**src/sasmd_pkg.sv**
```systemverilog
// ----------------------------------------------------------------------------
// sasmd_pkg
// Mode codes and controller/datapath interface types for the signed
// add/sub/mul/div unit.
// ----------------------------------------------------------------------------
package sasmd_pkg;

    localparam int MODE_W = 3;

    localparam logic [MODE_W-1:0] MODE_ADD = 3'd0;
    localparam logic [MODE_W-1:0] MODE_SUB = 3'd1;
    localparam logic [MODE_W-1:0] MODE_MUL = 3'd2;
    localparam logic [MODE_W-1:0] MODE_DIV = 3'd3;
    localparam logic [MODE_W-1:0] MODE_NEG = 3'd4;
    localparam logic [MODE_W-1:0] MODE_ABS = 3'd5;

    typedef struct packed {
        logic load;      // capture operands of an accepted transaction
        logic step;      // one shift-add / shift-subtract iteration
        logic out_load;  // move final result into the output register
    } sasmd_cmd_t;

    typedef struct packed {
        logic iter_active;  // iterations remain
        logic iter_last;    // current iteration is the final one
        logic out_busy;     // output register holds an untaken result
    } sasmd_status_t;

endpackage

```
**src/sasmd_ctrl.sv**
```systemverilog
// ----------------------------------------------------------------------------
// sasmd_ctrl
// Sequencer: accepts a transaction, runs the datapath iterations, then hands
// the result to the output register once it is free.
// ----------------------------------------------------------------------------
module sasmd_ctrl
    import sasmd_pkg::*;
(
    input  logic          aclk,
    input  logic          aresetn,
    input  logic          s_valid,
    output logic          s_ready,
    input  sasmd_status_t status,
    output sasmd_cmd_t    cmd
);

    typedef enum logic [1:0] {
        ST_IDLE,
        ST_RUN,
        ST_FINISH
    } state_t;

    state_t state_reg;
    state_t state_next;

    always_comb begin
        state_next   = state_reg;
        cmd          = '0;
        s_ready      = 1'b0;
        case (state_reg)
            ST_IDLE: begin
                s_ready = 1'b1;
                if (s_valid) begin
                    cmd.load   = 1'b1;
                    state_next = ST_RUN;
                end
            end
            ST_RUN: begin
                cmd.step = status.iter_active;
                if (!status.iter_active || status.iter_last) begin
                    state_next = ST_FINISH;
                end
            end
            ST_FINISH: begin
                if (!status.out_busy) begin
                    cmd.out_load = 1'b1;
                    state_next   = ST_IDLE;
                end
            end
            default: begin
                state_next = ST_IDLE;
            end
        endcase
    end

    always_ff @(posedge aclk) begin
        if (!aresetn) begin
            state_reg <= ST_IDLE;
        end else begin
            state_reg <= state_next;
        end
    end

endmodule

```
**src/sasmd_datapath.sv**
```systemverilog
// ----------------------------------------------------------------------------
// sasmd_datapath
// Operand registers, shared shift-add multiply / restoring divide iteration,
// sign restore and the output register.
// ----------------------------------------------------------------------------
module sasmd_datapath
    import sasmd_pkg::*;
#(
    parameter int DATA_WIDTH = 32
) (
    input  logic                         aclk,
    input  logic                         aresetn,
    input  sasmd_cmd_t                   cmd,
    output sasmd_status_t                status,
    input  logic [MODE_W-1:0]            s_mode,
    input  logic signed [DATA_WIDTH-1:0] s_operand_a,
    input  logic signed [DATA_WIDTH-1:0] s_operand_b,
    output logic                         m_valid,
    input  logic                         m_ready,
    output logic signed [DATA_WIDTH-1:0] m_value,
    output logic                         m_divide_by_zero
);

    localparam int CNT_W = $clog2(DATA_WIDTH + 1);

    logic [MODE_W-1:0]     mode_reg;
    logic [DATA_WIDTH-1:0] a_reg;
    logic [DATA_WIDTH-1:0] b_reg;
    logic                  neg_reg;
    logic [DATA_WIDTH-1:0] x_reg;     // multiplicand / dividend-quotient
    logic [DATA_WIDTH-1:0] y_reg;     // multiplier / divisor
    logic [DATA_WIDTH:0]   acc_reg;   // product / partial remainder
    logic [CNT_W-1:0]      cnt_reg;
    logic                  valid_reg;
    logic [DATA_WIDTH-1:0] value_reg;
    logic                  dz_reg;

    logic [DATA_WIDTH-1:0] in_a;
    logic [DATA_WIDTH-1:0] in_b;
    logic [DATA_WIDTH-1:0] mag_a;
    logic [DATA_WIDTH-1:0] mag_b;
    logic                  in_iter;

    logic [DATA_WIDTH:0]   mul_sum;
    logic [DATA_WIDTH:0]   div_shift;
    logic [DATA_WIDTH:0]   div_diff;

    logic [DATA_WIDTH-1:0] unsigned_res;
    logic [DATA_WIDTH-1:0] result;
    logic                  result_dz;

    assign in_a    = s_operand_a;
    assign in_b    = s_operand_b;
    assign mag_a   = in_a[DATA_WIDTH-1] ? (~in_a + 1'b1) : in_a;
    assign mag_b   = in_b[DATA_WIDTH-1] ? (~in_b + 1'b1) : in_b;
    assign in_iter = (s_mode == MODE_MUL) || ((s_mode == MODE_DIV) && (in_b != '0));

    assign mul_sum   = acc_reg + (y_reg[0] ? {1'b0, x_reg} : '0);
    assign div_shift = {acc_reg[DATA_WIDTH-1:0], x_reg[DATA_WIDTH-1]};
    assign div_diff  = div_shift - {1'b0, y_reg};

    always_comb begin
        unsigned_res = (mode_reg == MODE_MUL) ? acc_reg[DATA_WIDTH-1:0] : x_reg;
        result       = '0;
        result_dz    = 1'b0;
        case (mode_reg)
            MODE_ADD: result = a_reg + b_reg;
            MODE_SUB: result = a_reg - b_reg;
            MODE_MUL, MODE_DIV: begin
                if ((mode_reg == MODE_DIV) && (b_reg == '0)) begin
                    result_dz = 1'b1;
                end else begin
                    result = neg_reg ? (~unsigned_res + 1'b1) : unsigned_res;
                end
            end
            MODE_NEG: result = ~a_reg + 1'b1;
            MODE_ABS: result = a_reg[DATA_WIDTH-1] ? (~a_reg + 1'b1) : a_reg;
            default:  result = '0;
        endcase
    end

    assign status.iter_active = (cnt_reg != '0);
    assign status.iter_last   = (cnt_reg == CNT_W'(1));
    assign status.out_busy    = valid_reg && !m_ready;

    always_ff @(posedge aclk) begin
        if (cmd.load) begin
            mode_reg <= s_mode;
            a_reg    <= in_a;
            b_reg    <= in_b;
            neg_reg  <= in_a[DATA_WIDTH-1] ^ in_b[DATA_WIDTH-1];
            x_reg    <= mag_a;
            y_reg    <= mag_b;
            acc_reg  <= '0;
        end else if (cmd.step) begin
            if (mode_reg == MODE_MUL) begin
                acc_reg <= mul_sum;
                x_reg   <= {x_reg[DATA_WIDTH-2:0], 1'b0};
                y_reg   <= {1'b0, y_reg[DATA_WIDTH-1:1]};
            end else begin
                if (!div_diff[DATA_WIDTH]) begin
                    acc_reg <= div_diff;
                    x_reg   <= {x_reg[DATA_WIDTH-2:0], 1'b1};
                end else begin
                    acc_reg <= div_shift;
                    x_reg   <= {x_reg[DATA_WIDTH-2:0], 1'b0};
                end
            end
        end
        if (cmd.out_load) begin
            value_reg <= result;
            dz_reg    <= result_dz;
        end
    end

    always_ff @(posedge aclk) begin
        if (!aresetn) begin
            cnt_reg   <= '0;
            valid_reg <= 1'b0;
        end else begin
            if (cmd.load) begin
                cnt_reg <= in_iter ? CNT_W'(DATA_WIDTH) : '0;
            end else if (cmd.step) begin
                cnt_reg <= cnt_reg - 1'b1;
            end
            if (cmd.out_load) begin
                valid_reg <= 1'b1;
            end else if (m_ready) begin
                valid_reg <= 1'b0;
            end
        end
    end

    assign m_valid          = valid_reg;
    assign m_value          = value_reg;
    assign m_divide_by_zero = dz_reg;

endmodule

```
**src/signed_add_sub_mul_div_unit.sv**
```systemverilog
// Signed integer arithmetic unit: add, subtract, multiply (low word of the
// signed product), divide (quotient truncated toward zero, flagged and 0 on a
// zero divisor), negate and absolute value, all wrapping at DATA_WIDTH bits.
// One transaction is processed at a time. Add, subtract, negate, absolute
// value, unused modes and divide by zero pass through the run and finish
// states without iterating before the result register is loaded; multiply
// and divide iterate over every operand bit in the run state, in the single
// shared shift-add / shift-subtract unit that retires one operand bit per
// cycle. The next transaction is accepted in the cycle after the result is
// loaded. A new transaction is accepted while the previous result still
// waits in the output register; its own result then waits in the sequencer
// until the output register is taken.
// ----------------------------------------------------------------------------
// signed_add_sub_mul_div_unit
// Top level: sequencer plus iterative arithmetic datapath.
// ----------------------------------------------------------------------------
module signed_add_sub_mul_div_unit
    import sasmd_pkg::*;
#(
    parameter int DATA_WIDTH = 32
) (
    input  logic                         aclk,
    input  logic                         aresetn,
    input  logic                         s_valid,
    output logic                         s_ready,
    input  logic [MODE_W-1:0]            s_mode,
    input  logic signed [DATA_WIDTH-1:0] s_operand_a,
    input  logic signed [DATA_WIDTH-1:0] s_operand_b,
    output logic                         m_valid,
    input  logic                         m_ready,
    output logic signed [DATA_WIDTH-1:0] m_value,
    output logic                         m_divide_by_zero
);

    sasmd_cmd_t    cmd;
    sasmd_status_t status;

    sasmd_ctrl u_ctrl (
        .aclk    (aclk),
        .aresetn (aresetn),
        .s_valid (s_valid),
        .s_ready (s_ready),
        .status  (status),
        .cmd     (cmd)
    );

    sasmd_datapath #(
        .DATA_WIDTH (DATA_WIDTH)
    ) u_datapath (
        .aclk             (aclk),
        .aresetn          (aresetn),
        .cmd              (cmd),
        .status           (status),
        .s_mode           (s_mode),
        .s_operand_a      (s_operand_a),
        .s_operand_b      (s_operand_b),
        .m_valid          (m_valid),
        .m_ready          (m_ready),
        .m_value          (m_value),
        .m_divide_by_zero (m_divide_by_zero)
    );

    // one transaction in flight
    a_single_item: assert property (@(posedge aclk) disable iff (!aresetn)
        (s_valid && s_ready) |=> !s_ready)
        else $error("input accepted while a transaction is in flight");

    // a new result lands only as the sequencer returns to idle
    a_result_then_idle: assert property (@(posedge aclk) disable iff (!aresetn)
        $rose(m_valid) |-> s_ready)
        else $error("result loaded without returning to idle");

    a_dz_zero: assert property (@(posedge aclk) disable iff (!aresetn)
        (m_valid && m_divide_by_zero) |-> (m_value == '0))
        else $error("divide by zero result not zero");

endmodule
```
**config.mk**
```make
export PLATFORM = sky130hd
export DESIGN_NAME = signed_add_sub_mul_div_unit
export DESIGN_NICKNAME = d
export VERILOG_FILES = /design/src/sasmd_pkg.sv /design/src/sasmd_ctrl.sv /design/src/sasmd_datapath.sv /design/src/signed_add_sub_mul_div_unit.sv
export SDC_FILE = /design/constraint.sdc
export NUM_CORES = 1
export LEC_CHECK = 0
export BUFFER_PORTS_ARGS = -buffer_cell sky130_fd_sc_hd__buf_2
export CAP_MARGIN = 0
export CORE_ASPECT_RATIO = 0.7
export CORE_MARGIN = 2
export CORE_UTILIZATION = 60
export CTS_CLUSTER_SIZE = 10
export DETAILED_ROUTE_END_ITERATION = 7
export GPL_ROUTABILITY_DRIVEN = 0
export PLACE_DENSITY = 0.79
export SKIP_CTS_REPAIR_TIMING = 1
export SLEW_MARGIN = 10
export SYNTH_ARGS = -nofsm -noshare
export SYNTH_HDL_FRONTEND = slang
export SYNTH_SLANG_ARGS = --single-unit
```
**constraint.sdc**
```tcl
create_clock -name aclk -period 5.8 [get_ports aclk]
set_clock_uncertainty 0.05 [all_clocks]
set_input_delay 0.58 -clock aclk [delete_from_list [all_inputs] [get_ports aclk]]
set_output_delay 0.58 -clock aclk [all_outputs]
set_load 0.01 [all_outputs]
```
==> flow_summary.ini <==
[run_status]
status = finished clean

[setup_path]
critPathRequiredTime_ns = 6.14
max_stage_delay_ns = 0.55
start_kind = flop
worstSetupPathType = flop to flop
critical_path.max_fanout = 27
crit_buf_inv = 1
cp_common_cell = o21ai_0
cp_cell_sequence = buf_4, nor2_1, nand2_1, o41ai_1, xor2_1, ha_1, a21oi_1, o21ai_0, or3b_2, a41oi_1, o21ai_0, a21oi_1, o21ai_0, a211oi_1, a41oi_1, o21ai_0
arrival_ns = 5.59
slowest_stage = nor2_1
cpLargestDelayFamily = compound AO/OA/AOI/OAI gates
worstSetupEndpointType = flop

[route]
avgViaCountPerCell = 6.69
drtIter0Drc = 2031
dr.pass1.iters = 6
ant_nets = 0
avgRoutedWirePerCell_um = 21.9
vias = 16205
drc_errors = 0
wl_mm = 53.0

[placed_design]
dp_hpwl_mm = 41.2
numPortBuffers = 105

[power]
ir_drop_uv = 258
power_w = 0.00505
power.density_nw_per_um2 = 271
power.leakage_nw = 7.60

[synth]
synth_cells = 1971
synthFlopType = edfxtp_1
ys_ff_latch = 206
ys_seq_area_share_pct = 33.8
synth.avg_cell_area_um2 = 8.66
yosys_warnings = 0
yosysUniqueCellTypes = 75
synth_edf_count = 165
async_reset_ff_share_pct = 0
netlist_area_um2 = 17100
syn_nets = 2149

[timing]
fin_setup_tns_ns = 0
rsz0062_at_grt = false
slew_viol_final = 0
finalSetupViolCount = 0
max-slew-margin-rel_pct = 9.15
finalCritPeriodShare_pct = 90.6
fmax_mhz = 190
hold_viol_final = 0
timing.final.crit_period_ns = 5.25
tightest_slew_ns = 1.36

[global_route]
grt_pass1_vias = 14412
grtUsageTotal_pct = 35.1
grt_antenna_before_repair = 1
grt_max_degree = 103
grt.overflow.total = 0
grt_pass1_wl_mm = 81.7

[die]
io_pins = 106
fp.dieW_um = 206
start_util_pct = 61.2
die_h_um = 145
core_um2 = 27900
die_area_um2 = 29800
num_rows = 51

[layout]
area_delta_synth_final_pct = 9.11
diodes = 0
drive_gt1_share_pct = 8.97
nets = 2212

[clock_network]
clkLatencyLatePin_ns = 0.55
cts_tree = built
cts_made_buffers = 25
htreeDepth = 1
clock_sinks = 206
cts_max_path_buffers = 3
cts_root_buffer = clkbuf_16
clk_pin_slew_ns = 0.06

[job]
drv_cap = 0

[worst_hold_path]
min_path_type = input port to flop
-- synthesized netlist by cell type (14+ instances only) --
| cell type | n | area [um2] |
|---|---|---|
| a211oi_1 | 19 | 143 |
| a21o_1 | 43 | 323 |
| a21oi_1 | 135 | 676 |
| a22oi_1 | 25 | 188 |
| a31oi_1 | 17 | 106 |
| and2_1 | 38 | 238 |
| and3_1 | 14 | 87.6 |
| clkbuf_1 | 70 | 263 |
| dfxtp_1 | 41 | 821 |
| edfxtp_1 | 165 | 4950 |
| ha_1 | 104 | 1300 |
| inv_1 | 71 | 267 |
| mux2i_1 | 41 | 410 |
| nand2_1 | 208 | 781 |
| nand2b_1 | 20 | 125 |
| nand3_1 | 30 | 150 |
| nor2_1 | 114 | 428 |
| nor2b_1 | 31 | 194 |
| nor3_1 | 43 | 215 |
| nor4_1 | 26 | 163 |
| o21a_1 | 16 | 120 |
| o21ai_0 | 198 | 991 |
| o22ai_1 | 15 | 93.8 |
| o31ai_1 | 41 | 308 |
| or3_1 | 24 | 150 |
| or4_1 | 17 | 128 |
| xnor2_1 | 93 | 815 |
| xor2_1 | 138 | 1210 |
-- area by class of cell --
type / instances / area (um2)
Multi-Input combinational cell: 1610 / 10700
Fill cell: 2203 / 9250
Sequential cell: 206 / 5780
Clock buffer: 42 / 731
Timing Repair Buffer: 120 / 638
Tap cell: 371 / 464
Inverter: 71 / 267
Clock inverter: 3 / 16.3
-- worst paths after layout --
kind                                           start                            endpoint  slack, ns  depth (start not counted)
setup / recovery    u_datapath.mode_reg[2]$_DFFE_PP_    u_datapath.m_value[29]$_DFFE_PP_       0.55                         16
hold / removal                             s_mode[0]    u_datapath.mode_reg[0]$_DFFE_PP_       0.18                          1
setup reg to reg    u_datapath.mode_reg[2]$_DFFE_PP_    u_datapath.m_value[29]$_DFFE_PP_       0.55                         16
hold reg to reg   u_datapath.cnt_reg[5]$_SDFFE_PN0P_  u_datapath.cnt_reg[5]$_SDFFE_PN0P_       0.49                          2
-- worst reg2reg max path: stages, from the launching register on --
cell and delay, ns:
edfxtp_1 0.38, buf_4 0.23, nor2_1 0.56, nand2_1 0.48, o41ai_1 0.20, xor2_1 0.31
ha_1 0.37, a21oi_1 0.16, o21ai_0 0.16, or3b_2 0.52, a41oi_1 0.46, o21ai_0 0.18
a21oi_1 0.31, o21ai_0 0.19, a211oi_1 0.28, a41oi_1 0.08, o21ai_0 0.17
-- layer usage --
layer	track usage, %	share of wire, %	vias to the layer above
met5	0	0	-
met4	12.8	4.6	0
met3	8.96	14	152
met2	47.5	40	1082
met1	53.1	42	7555
li1	-	-	7416
-- cell usage in the layout, fill, tap and decap left out, drive strengths merged, types with 19 or more instances in the layout --
cell type and n:
clkbuf 42, nor3 43, nor2b 31, nand3 30, ha 104, nand2b 20, dfxtp 41, nor2 114
xor2 138, a21oi 135, or4 19, a211oi 19, inv 72, mux2i 42, and2 39, edfxtp 165
o21ai 204, a21o 43, o31ai 43, nand2 208, buf 120, a22oi 25, xnor2 93, or3 24
nor4 26
-- per-stage QoR --
| step | utilization, % | std cells | setup slack [ns] | hold WS, ns | instance area (um2) |
|---|---|---|---|---|---|
| detailed placement | 64.1 | 2378 | 0.896 | 0.483 | 17900 |
| finish | 66.8 | 2423 | 0.546 | 0.181 | 18600 |
| global route | 66.8 | 2423 | 0.270 | 0.179 | 18600 |
| floorplan | - | 1971 | 1.32 | 0.441 | 17100 |
| global placement | 64.1 | 2378 | 1.14 | 0.458 | 17900 |
| CTS | 66.8 | 2423 | 0.856 | 0.170 | 18600 |
-- power by group --
| part | switching [W] | total, W | internal, W |
|---|---|---|---|
| Sequential | 0.000166 | 0.00195 | 0.00179 |
| Combinational | 0.00101 | 0.00162 | 0.000609 |
| Clock | 0.000624 | 0.00147 | 0.000851 |
| Total | 0.00180 | 0.00505 | 0.00325 |
-- logic make-up after synthesis --
family | synth area share, %
buf+inv | 3.47
fa+ha+maj | 7.97
flops | 33.8
xor+xnor | 11.8
simple gates | 17.9
mux | 2.68
compound gates | 22.3
Power figures use the tool's default switching activity.
